**src/hw/rtl/zsce_pkg.sv**
```systemverilog
// ----------------------------------------------------------------------------
// zsce_pkg
// Shared types, constants and helpers of the zoomed sprite chunk expander.
// ----------------------------------------------------------------------------
package zsce_pkg;

    localparam int MapAddrBitsDef = 17;
    localparam int TileBits       = 15;
    localparam int BaseBits       = TileBits + 2;

    localparam int CmdDepth = 2;
    localparam int CmdPtrW  = 1;
    localparam int CmdCntW  = 2;

    localparam int OutDepth = 4;
    localparam int OutPtrW  = 2;
    localparam int OutCntW  = 3;

    localparam logic [2:0] CfgXOffset   = 3'd0;
    localparam logic [2:0] CfgYOffset   = 3'd1;
    localparam logic [2:0] CfgPrimask0  = 3'd2;
    localparam logic [2:0] CfgPrimask1  = 3'd3;
    localparam logic [2:0] CfgPrimask2  = 3'd4;
    localparam logic [2:0] CfgPrimask3  = 3'd5;

    localparam logic [10:0] XOffsetReset  = 11'h02c;
    localparam logic [10:0] YOffsetReset  = 11'h5c2;
    localparam logic [15:0] Primask0Reset = 16'hfffc;
    localparam logic [15:0] Primask1Reset = 16'hfff0;
    localparam logic [15:0] Primask2Reset = 16'hff00;
    localparam logic [15:0] Primask3Reset = 16'h0000;

    localparam logic [9:0]  WrapLimit  = 10'h340;
    localparam logic [12:0] WrapAmount = 13'h400;
    localparam logic [15:0] EmptyCode  = 16'hffff;
    localparam logic [7:0]  PalBase    = 8'h80;

    typedef struct packed {
        logic               is_write;
        logic [15:0]        wdata;
        logic               flip_x;
        logic               flip_y;
        logic               dbl;
        logic [7:0]         zoom_x;
        logic [7:0]         zoom_y;
        logic [7:0]         palette;
        logic [15:0]        prio_mask;
        logic [12:0]        pos_x;
        logic [12:0]        pos_y;
    } t_cmd;

    typedef struct packed {
        logic [15:0]        tile_code;
        logic [7:0]         palette;
        logic               mirror_x;
        logic               mirror_y;
        logic signed [12:0] pos_x;
        logic signed [12:0] pos_y;
        logic [18:0]        scale_x;
        logic [18:0]        scale_y;
        logic [15:0]        prio_mask;
        logic               last;
    } t_result;

    // k * z for k up to 4, z up to 128
    function automatic logic [10:0] zoom_mul(input logic [2:0] k, input logic [7:0] z);
        logic [10:0] zz;
        zz = {3'b000, z};
        return (k[0] ? zz : 11'd0) + (k[1] ? (zz << 1) : 11'd0) + (k[2] ? (zz << 2) : 11'd0);
    endfunction

endpackage

```
**src/hw/rtl/zsce_ofifo.sv**
```systemverilog
// ----------------------------------------------------------------------------
// zsce_ofifo
// Result queue between the back end and the receiver.
// ----------------------------------------------------------------------------
module zsce_ofifo (
    input  logic                         i_clk,
    input  logic                         i_rst_n,
    input  logic                         i_push,
    input  zsce_pkg::t_result            i_word,
    output logic [zsce_pkg::OutCntW-1:0] o_count,
    output logic                         o_empty,
    input  logic                         i_pop,
    output zsce_pkg::t_result            o_word
);
    import zsce_pkg::*;

    t_result            r_mem [OutDepth];
    logic [OutPtrW-1:0] r_wr_ptr;
    logic [OutPtrW-1:0] r_rd_ptr;
    logic [OutCntW-1:0] r_count;
    logic               pop;

    assign o_empty = (r_count == '0);
    assign o_count = r_count;
    assign o_word  = r_mem[r_rd_ptr];
    assign pop     = i_pop && !o_empty;

    always_ff @(posedge i_clk) begin
        if (!i_rst_n) begin
            r_wr_ptr <= '0;
            r_rd_ptr <= '0;
            r_count  <= '0;
        end else begin
            if (i_push) begin
                r_wr_ptr <= r_wr_ptr + 1'b1;
            end
            if (pop) begin
                r_rd_ptr <= r_rd_ptr + 1'b1;
            end
            if (i_push && !pop) begin
                r_count <= r_count + 1'b1;
            end else if (pop && !i_push) begin
                r_count <= r_count - 1'b1;
            end
        end
    end

    always_ff @(posedge i_clk) begin
        if (i_push) begin
            r_mem[r_wr_ptr] <= i_word;
        end
    end

endmodule

```
**config.mk**
```make
export PLATFORM = sky130hd
export DESIGN_NAME = zsce_ofifo
export DESIGN_NICKNAME = d
export VERILOG_FILES = /design/src/hw/rtl/zsce_pkg.sv /design/src/hw/rtl/zsce_ofifo.sv
export SDC_FILE = /design/constraint.sdc
export NUM_CORES = 1
export LEC_CHECK = 0
export ABC_AREA = 1
export BUFFER_PORTS_ARGS = -buffer_cell sky130_fd_sc_hd__buf_2
export CAP_MARGIN = 20
export CORE_AREA = 2 2 205 207
export DETAILED_ROUTE_END_ITERATION = 8
export DIE_AREA = 0 0 207 209
export PLACE_DENSITY = 0.58
export REMOVE_ABC_BUFFERS = 1
export SETUP_SLACK_MARGIN = 0.15
export SLEW_MARGIN = 5
export SYNTH_ARGS = -nofsm -noshare
export SYNTH_HDL_FRONTEND = slang
export SYNTH_SLANG_ARGS = --single-unit
```
**constraint.sdc**
```tcl
create_clock -name i_clk -period 4.3 [get_ports i_clk]
set_clock_uncertainty 0.2 [all_clocks]
set_input_delay 0.215 -clock i_clk [delete_from_list [all_inputs] [get_ports i_clk]]
set_output_delay 0.215 -clock i_clk [all_outputs]
set_load 0.01 [all_outputs]
```
-- Word level (Yosys, flattened, before mapping)
Memory sizes are Yosys's and may differ from the RTL's. A register that Yosys moved wholly into a read port is not among the register bits.
Index checks and enable logic that the tools add are counted.
- register bits after elaboration: 7
- bits in writable memories: 428
- bits of input ports: 111
- memories kept: 1
- memory list (memory ; words ; width ; read ports ; clocked after memory_dff ; write ports ; line ; RTL):
    r_mem ; 4 ; 107 ; 1 ; 1 ; 1 ; zsce_ofifo.sv:17 ; t_result r_mem [OutDepth];
- add/subtract/negate cells: 4
- multiplexer cells: 6
- reductions and logical operators: 8
- operator list (cell ; count):
    $mux W3 ; 2
    $add A2 B1 Y2 const B ; 2
    $mux W2 ; 2
    $add A3 B1 Y3 const B ; 1
    $logic_and A1 B1 Y1 ; 3
    $logic_not A1 Y1 ; 3
    $logic_not A3 Y1 ; 1
    $sub A3 B1 Y3 const B ; 1
    $mux W1 ; 2
    $reduce_bool A2 Y1 ; 1

-- Depth between registers and ports, before layout
Gate-level depths: netlist of run 1.
- word-level depth: 6
- depth in mapped cells: 12
- gate-level depth less buffers: 12

-- Least setup slack after synthesis of run 1
OpenSTA, ideal clock, no wires.
- kind: reg2reg
- start point: register r_wr_ptr[0]
- end point: memory r_mem[2][0] in the netlist's numbering (enable)
- setup time: 0.460 ns
- arrival: 2.653 ns
- setup slack: 0.987 ns
- cell stages (with the launch flop): 5
- buffers on the path: 0
- cells stage by stage: dfxtp_1 > inv_1 > ha_1 > nand2_1 > inv_1
- RTL lines (element ; line ; RTL):
    start: declaration ; zsce_ofifo.sv:18 ; logic [OutPtrW-1:0] r_wr_ptr;
    start signal: assignment ; zsce_ofifo.sv:35 ; r_wr_ptr <= r_wr_ptr + 1'b1;
    end: declaration ; zsce_ofifo.sv:17 ;
No word-level cell before the write port.

==> results of run 1 <==
==> worst max-delay path: cells and delay by family (launching register included) <==
family,cells,cell delay [ps]
AOI/OAI and AO/OA,2,260
buffers and inverters,3,1390
DFF,1,610
==> routing by layer <==
layer,vias to the layer above,share of wire [%],GRT usage [%]
met2,255,47,26.9
met3,59,5.5,3.64
met1,4953,45,22.5
met5,-,0.030,0
li1,4781,-,-
met4,2,2.3,6.03
==> final cells by class <==
class	count	share of cell area, %
inverter	17	0.396
tap	539	3.33
clock inverter	16	0.482
multi-input combinational	574	13.7
sequential	437	64.5
antenna	2	0.0247
clock buffer	57	5.84
timing repair buffer	346	11.8
==> through the flow <==
step	std cells	utilization (%)
final	1988	49.0
after global routing	1988	49.0
after CTS	1986	49.0
after detailed placement	1803	43.2
after global placement	1803	43.2
after floorplan	1028	-
==> flip-flops by register name (all words and copies together), names as in the netlist, named ones only <==
signal / cells
r_wr_ptr: 2
o_count: 3
r_mem: 428
r_rd_ptr: 2
==> repair_timing <==
| item | 4_1_cts | 5_1_grt |
|---|---|---|
| endpoints found under the hold margin | 448 | 0 |
| resized for setup | 0 | 0 |
| hold buffers | 110 | 0 |
| buffers inserted | 0 | 0 |
==> layout by cell type (no fill, tap or decap), drive strengths merged, types with 5 or more instances in the layout <==
master	netlist	final
edfxtp	428	428
buf	33	236
nor2	220	220
o21ai	217	217
dlygate4sd3	0	110
o22ai	107	107
clkbuf	37	57
inv	17	16
nand2	15	15
clkinv	0	15
dfxtp	9	9
a21oi	5	5
ha	5	5
==> report_power, final <==
part           switching [W]  internal, W
combinational        0.00152     0.000793
sequential         0.0000916      0.00489
clock                0.00150      0.00198
==> final timing paths <==
check / from / cells past startpoint / endpoint / slack (ps)
worst max-delay path: register / 5 / o_word[66] / 1050
worst min register to register: r_rd_ptr[0] / 2 / register / 300
worst max register to register: r_wr_ptr[1] / 5 / r_mem[1][28] / 2040
worst min-delay path: i_word[93] / 2 / r_mem[3][93] / 210
==> kinds of logic (layout without fill, tap and decap cells) <==
family	Yosys count	in the layout
AOI/OAI and AO/OA	329	329
xor gates and xnor gates	1	1
adders and majority gates	6	6
buffers and inverters	87	436
DFF	437	437
other	0	2
and+or+nand+nor	238	238
==> results.toml, run 1 <==
[outcome]
run_status = "finished clean"

[synth]
ys_dominant_reg_cell = "sky130_fd_sc_hd__edfxtp_1"
synth.yosys.seq_area_share_pct = 79.9
synth_simple_gate_area_share_pct = 5.50
yosysMostFrequentCell = "sky130_fd_sc_hd__edfxtp_1"
yosys.area.top_type = "sky130_fd_sc_hd__edfxtp_1"
synthesis.yosys.warnings = 0
post_synth_inst_count = 1098
post_synthesis_area_per_instance_um2 = 14.9
syn-cell-area_um2 = 16300
yosysTopAreaCellShare_pct = 78.8
ys_seq_elements = 437
yosys-top-cells-area = "sky130_fd_sc_hd__edfxtp_1 (79%), sky130_fd_sc_hd__o21ai_0 (6.2%), sky130_fd_sc_hd__nor2_1 (5.1%)"
post_synth_xor_area_fraction_pct = 0.0537
synth_edf_count = 428
combinational_family_with_the_most_area_after_synthesis = "compound AO/OA/AOI/OAI gates"
yosysUniqueCellTypes = 21
yosys-top-cells-count = "sky130_fd_sc_hd__edfxtp_1 (428), sky130_fd_sc_hd__nor2_1 (220), sky130_fd_sc_hd__o21ai_0 (202)"
arithmetic_cell_share_of_the_synthesized_area_counting_full_adders_half_adders_and_majority_gates_pct = 0.506
synth-compound-area-share_pct = 10.9
portion_of_netlist_area_occupied_by_mux_cells_pct = 0
synthArstFlopShare_pct = 0

[job]
max_cap_viol_count = 0

[routing]
routed_via_density = 5.06
vias = 10100
drc = 0
ant_nets = 0
routed_length_per_instance_um = 18.7
detail_route.first_pass.iterations = 8
route.final.wire_length_mm = 37.1
drtIter0Drc = 682

[finish]
drive_above_1_share_pct = 20.6
final_design_area_no_fill_um2 = 20200
layout.nets = 1538
flow.area_growth_from_synthesis_pct = 24.0
multiInputGateArea_um2 = 2770
seqCellArea_um2 = 13000
layout.filler_cells = 3545

[placement]
placed_cell_area_um2 = 17800
dpl_worst_slack_ps = 1540
numPortBuffers = 221
routabilityCongestion = 0.740
detailed_place_hpwl_mm = 20.1

[worst_setup_path]
cpPeakStageDelay_ps = 760
slowest_cp_cell = "sky130_fd_sc_hd__clkinv_2"
timing.setup.critical_path_class = "reg2out"
cp_max_fo = 51
path_cells = "clkinv_2, buf_12, o21ai_0, o22ai_1, buf_2"
worst_setup_path_end_kind = "output pin"
arrival_ps = 2840
critPathRequiredTime_ps = 3880
critPathLaunchType = "register"

[die]
die_y_um = 209
chipWidth_um = 207
die-area_um2 = 43300
initial_utilization_pct = 39.5
count_of_standard_cell_rows = 75
pin_count = 222
coreArea_um2 = 41300

[clocking]
tritoncts = "done"
clock_path_buffers = 3
cts_num_sinks = 437
clock_latency_ps = 540
number_of_h_tree_branching_levels = 2
clkSlewWorstSetupHoldPaths_ps = 60
tritoncts.num_buffers = 45
clock-root-buffer = "sky130_fd_sc_hd__clkbuf_16"

[sta]
timing.final.hold_violations = 0
transition_at_the_pin_with_the_smallest_max_transition_slack_ps = 861
final_critical_path_setup_slack_ps = 1050
timing.final.crit_share_pct = 75.7
timing_max_transition_violations_final = 0
setup_violations = 0
final.setup.tns_ps = 0
post_route_worst_hold_slack_ps = 212
fmax_ghz = 0.307
grt_setup_unrepaired = "no"
min_period_ps = 3250
maxSlewHeadroom_pct = 42.6

[global_routing]
grt_pass1_wl_mm = 56.8
number_of_global_route_vias_before_repair = 9995
overflow = 0
grt_antenna_before_repair = 3
global_route.usage.total_pct = 16.7
grt_max_degree = 115

[pwr]
power.total_w = 0.0108
vdd_drop_max_v = 0.000443
power.density_cell_area_nw_per_um2 = 532
power_leakage_nw = 7.10

[hold_path]
min_path_type = "in2reg"
(Power assumes the default switching activity.)
==> inputs of run 2 (changes only) <==
- PLACE_DENSITY: 0.58 -> 0.6
- clock period: 4.3 -> 2.9 ns (I/O delays scaled with it)
==> results.toml, run 2 (synthesis results as in run 1) <==
[sta]
min_period_ps = 2620
timing_max_transition_violations_final = 0
grt_setup_unrepaired = "no"
fmax_ghz = 0.381
transition_at_the_pin_with_the_smallest_max_transition_slack_ps = 817
maxSlewHeadroom_pct = 45.5
timing.final.crit_share_pct = 90.4
timing.final.hold_violations = 0
setup_violations = 0

[worst_setup_path]
cpPeakStageDelay_ps = 380
worst_setup_path_end_kind = "output pin"
worst-r2r-cell-count = 5
slowest_cp_cell = "sky130_fd_sc_hd__dfxtp_4"
cp_max_fo = 144
crit-reg2reg-capture = "r_mem[2][51]"
arrival_ps = 2280
critPathLaunchType = "register"
timing.setup.critical_path_class = "reg2out"
crit_family = "buffers and inverters"
regToRegSetupSlack_ps = 910
critPathRequiredTime_ps = 2560
worst_r2r_startpoint = "r_wr_ptr[0]"
worst-path-buf-inv = 2
path_cells = "buf_12, o21ai_0, o22ai_1, buf_2"

[routing]
routed_via_density = 5.02
drtIter0Drc = 700
routed_length_per_instance_um = 18.5
drc = 0
route.final.wire_length_mm = 37.0
detail_route.first_pass.iterations = 5
vias = 10100
ant_nets = 0

[finish]
layout.cells.most_common_list = "sky130_fd_sc_hd__edfxtp_1 (428), sky130_fd_sc_hd__buf_2 (221), sky130_fd_sc_hd__nor2_1 (220)"
multiInputGateArea_um2 = 2770
final_common_cell = "sky130_fd_sc_hd__edfxtp_1"
drive_above_1_share_pct = 21.1
layout.nets = 1544
layout.filler_cells = 3555
fin_util_pct = 49.6
largest_register = "r_mem"
seqCellArea_um2 = 13000
largest_register_ffs = 428
flow.area_growth_from_synthesis_pct = 25.4

[hold_path]
min_path_type = "in2reg"
hold_path_depth = 2
hold_path_end = "r_mem[3][18]"
hold_path.startpoint = "i_word[18]"

[global_routing]
grt_antenna_before_repair = 1
overflow = 0
global_route.usage.total_pct = 16.8
grt_pass1_wl_mm = 57.0
grt_max_degree = 145
number_of_global_route_vias_before_repair = 10100

[placement]
detailed_place_hpwl_mm = 20.6
numPortBuffers = 221
routabilityCongestion = 0.736

[pwr]
pwr-share-seq_pct = 45.5
combPwrFrac_pct = 21.9
power.total_w = 0.0161
power.density_cell_area_nw_per_um2 = 788
vdd_drop_max_v = 0.000581
power_leakage_nw = 7.21
power.share.clock_pct = 32.6
p_switching_w = 0.00468
internal_power_w = 0.0114
swShare_pct = 29.0

[die]
die_y_um = 209
initial_utilization_pct = 39.5
chipWidth_um = 207
pin_count = 222
coreArea_um2 = 41300
count_of_standard_cell_rows = 75
die-area_um2 = 43300

[clocking]
clock-root-buffer = "sky130_fd_sc_hd__clkbuf_16"
clock_latency_ps = 560
number_of_h_tree_branching_levels = 2
tritoncts.num_buffers = 45
clock_path_buffers = 3
post_cts.repair.setup_buffers = 0
clkSlewWorstSetupHoldPaths_ps = 60
tritoncts = "done"
cts_num_sinks = 437

[job]
max_cap_viol_count = 0

[outcome]
run_status = "finished clean"
[run 2: layout make-up]
class / count / area share (%)
Inverter: 17 / 0.391
Tap cell: 539 / 3.30
Sequential cell: 437 / 63.7
Timing Repair Buffer: 352 / 12.5
Multi-Input combinational cell: 574 / 13.5
Clock inverter: 24 / 0.550
Antenna cell: 1 / 0.0122
Clock buffer: 59 / 5.97
[run 2: what timing repair did]
action	in CTS	in global routing
hold buffers	110	0
resized for setup	0	0
endpoints found under the hold margin	437	0
[run 2: how the worst max path moves through the flow]
stage / startpoint / to / slack [ps] / cells after the start
after floorplan: register / o_word[0] / -2680 / 3
after global placement: r_wr_ptr[0] / r_mem[2][51] / 880 / 5
final: register / o_word[85] / 280 / 4
after CTS: register / o_word[29] / 330 / 5
after global routing: register / o_word[29] / 230 / 4
after detailed placement: r_wr_ptr[0] / r_mem[2][20] / 870 / 5
[run 2: stage by stage]
| step | area, um2 | std cells | hold slack [ps] | TNS (ps) | worst slack (ps) |
|---|---|---|---|---|---|
| 6_report | 20500 | 2003 | 134 | 0 | 278 |
| 5_1_grt | 20500 | 2002 | 113 | 0 | 228 |
| 4_1_cts | 20500 | 2002 | 92.5 | 0 | 332 |
| 3_5_place_dp | 18000 | 1809 | 162 | 0 | 870 |
| 3_3_place_gp | 18000 | 1809 | 159 | 0 | 880 |
| 2_1_floorplan | 15900 | 1028 | 43.9 | -452650 | -2680 |
[run 2: routing by layer]
metal  GRT usage, %  wire (um)  part of all wire, %
met3           3.79       2230                  6.0
met5              0          0                    0
met1           23.0      16800                   45
met2           26.8      17300                   47
met4           5.44        723                  2.0
[run 2: power by group through the flow]
stage	logic, W	clock network (W)	registers, W
floorplan	0.00168	0	0.00767
global placement	0.00343	0	0.00746
detailed placement	0.00347	0	0.00747
CTS	0.00360	0.00541	0.00733
global route	0.00391	0.00563	0.00735
finish	0.00354	0.00526	0.00733
==> inputs of run 3 (changes only) <==
- CORE_AREA: 2 2 205 207 -> 2 2 182 184
- CTS_CLUSTER_SIZE: default -> 28
- DIE_AREA: 0 0 207 209 -> 0 0 184 186
- PLACE_DENSITY: 0.6 -> 0.73
==> results.toml, run 3 (synthesis results as in run 1) <==
[job]
max_cap_viol_count = 0

[global_routing]
number_of_global_route_vias_before_repair = 10200
overflow = 0
global_route.usage.total_pct = 20.4
grt_max_degree = 119
grt_antenna_before_repair = 2
grt_pass1_wl_mm = 54.0

[finish]
largest_register_ffs = 428
final_common_cell = "sky130_fd_sc_hd__edfxtp_1"
drive_above_1_share_pct = 21.0
flow.area_growth_from_synthesis_pct = 24.1
layout.cells.most_common_list = "sky130_fd_sc_hd__edfxtp_1 (428), sky130_fd_sc_hd__buf_2 (221), sky130_fd_sc_hd__nor2_1 (220)"
layout.nets = 1543
fin_util_pct = 62.9
largest_register = "r_mem"

[clocking]
clkSlewWorstSetupHoldPaths_ps = 60
tritoncts = "done"
cts_num_sinks = 437
tritoncts.num_buffers = 44
number_of_h_tree_branching_levels = 2
hold_buffer_count_at_cts = 110
clock_latency_ps = 510
cts.repair.resized = 0
clock_path_buffers = 3
clock-root-buffer = "sky130_fd_sc_hd__clkbuf_16"
post_cts.repair.setup_buffers = 0

[worst_setup_path]
cp_max_fo = 64
cpPeakStageDelay_ps = 450
critPathRequiredTime_ps = 2560
worst-path-buf-inv = 3
worst_r2r_startpoint = "o_count[0]"
timing.setup.critical_path_class = "reg2out"
crit_family = "buffers and inverters"
path_cells = "inv_6, buf_12, o21ai_0, o22ai_1, buf_2"
worst-r2r-cell-count = 10
crit-reg2reg-capture = "o_count[2]"
arrival_ps = 2200
critPathLaunchType = "register"
regToRegSetupSlack_ps = 830
worst_setup_path_end_kind = "output pin"
slowest_cp_cell = "sky130_fd_sc_hd__dfxtp_4"

[routing]
drc = 0
vias = 10200
ant_nets = 0
route.final.wire_length_mm = 35.2
drtIter0Drc = 774
routed_length_per_instance_um = 18.8
routed_via_density = 5.44
detail_route.first_pass.iterations = 5

[hold_path]
hold_path.startpoint = "i_word[1]"
hold_path_depth = 2
hold_path_end = "r_mem[2][1]"
min_path_type = "in2reg"

[die]
coreArea_um2 = 32200
chipWidth_um = 184
pin_count = 222
initial_utilization_pct = 50.7
die-area_um2 = 34200
die_y_um = 186
count_of_standard_cell_rows = 66

[sta]
setup_violations = 0
fmax_ghz = 0.392
final_critical_path_setup_slack_ps = 350
grt_setup_unrepaired = "no"
maxSlewHeadroom_pct = 63.0
timing.final.crit_share_pct = 87.9
timing_max_transition_violations_final = 0
min_period_ps = 2550
timing.final.hold_violations = 0
transition_at_the_pin_with_the_smallest_max_transition_slack_ps = 554

[placement]
dpl_worst_slack_ps = 860
numPortBuffers = 221
detailed_place_hpwl_mm = 19.5
routabilityCongestion = 0.771

[pwr]
power_leakage_nw = 7.18
power.density_cell_area_nw_per_um2 = 790
vdd_drop_max_v = 0.000574

[outcome]
run_status = "finished clean"
## run 3: changes by cell type in the layout (fill, tap and decap cells not counted), sizes merged
cell	before	now
clkbuf	59	62
bufinv	0	1
clkinv	24	17
diode	1	2
## run 3: cell type report
cell class / count / area, um2
diodes: 2 / 5.00
clock buffers: 62 / 1200
clock inverters: 18 / 114
fillers: 2325 / 12000
inverters: 17 / 80.1
multi-input cells: 574 / 2770
flip-flops and latches: 437 / 13000
well taps: 408 / 510
repair buffers: 352 / 2530
## run 3: where the power goes
part / total (W) / internal, W / switching [W]
Combinational: 0.00348 / 0.00124 / 0.00224
Clock: 0.00515 / 0.00297 / 0.00218
Sequential: 0.00737 / 0.00725 / 0.000125
Total: 0.0160 / 0.0115 / 0.00454
## run 3: per-layer routing
metal,vias to the layer above,routed length (um),GRT usage (%)
met5,-,0,0
met4,0,716,6.34
met3,54,2350,4.66
met2,299,17200,34.8
met1,5027,14900,26.2
li1,4802,-,-
## run 3: worst max path at each step
stage	slack, ps	depth (start not counted)	end
6_report	350	5	o_word[29]
4_1_cts	320	5	o_word[81]
3_3_place_gp	900	5	o_word[44]
5_1_grt	190	5	o_word[80]
2_1_floorplan	-2680	3	o_word[0]
3_5_place_dp	860	10	o_count[2]
## run 3: metrics by stage
| step | instances | power (W) | setup TNS [ps] | cell area (um2) | hold slack (ps) |
|---|---|---|---|---|---|
| after global placement | 1678 | 0.0108 | 0 | 17800 | 156 |
| after global routing | 1869 | 0.0168 | 0 | 20200 | 165 |
| after detailed placement | 1678 | 0.0109 | 0 | 17800 | 160 |
| final | 1870 | 0.0160 | 0 | 20200 | 174 |
| after floorplan | 1028 | 0.00936 | -452650 | 15900 | 43.9 |
| after CTS | 1868 | 0.0161 | 0 | 20200 | 153 |
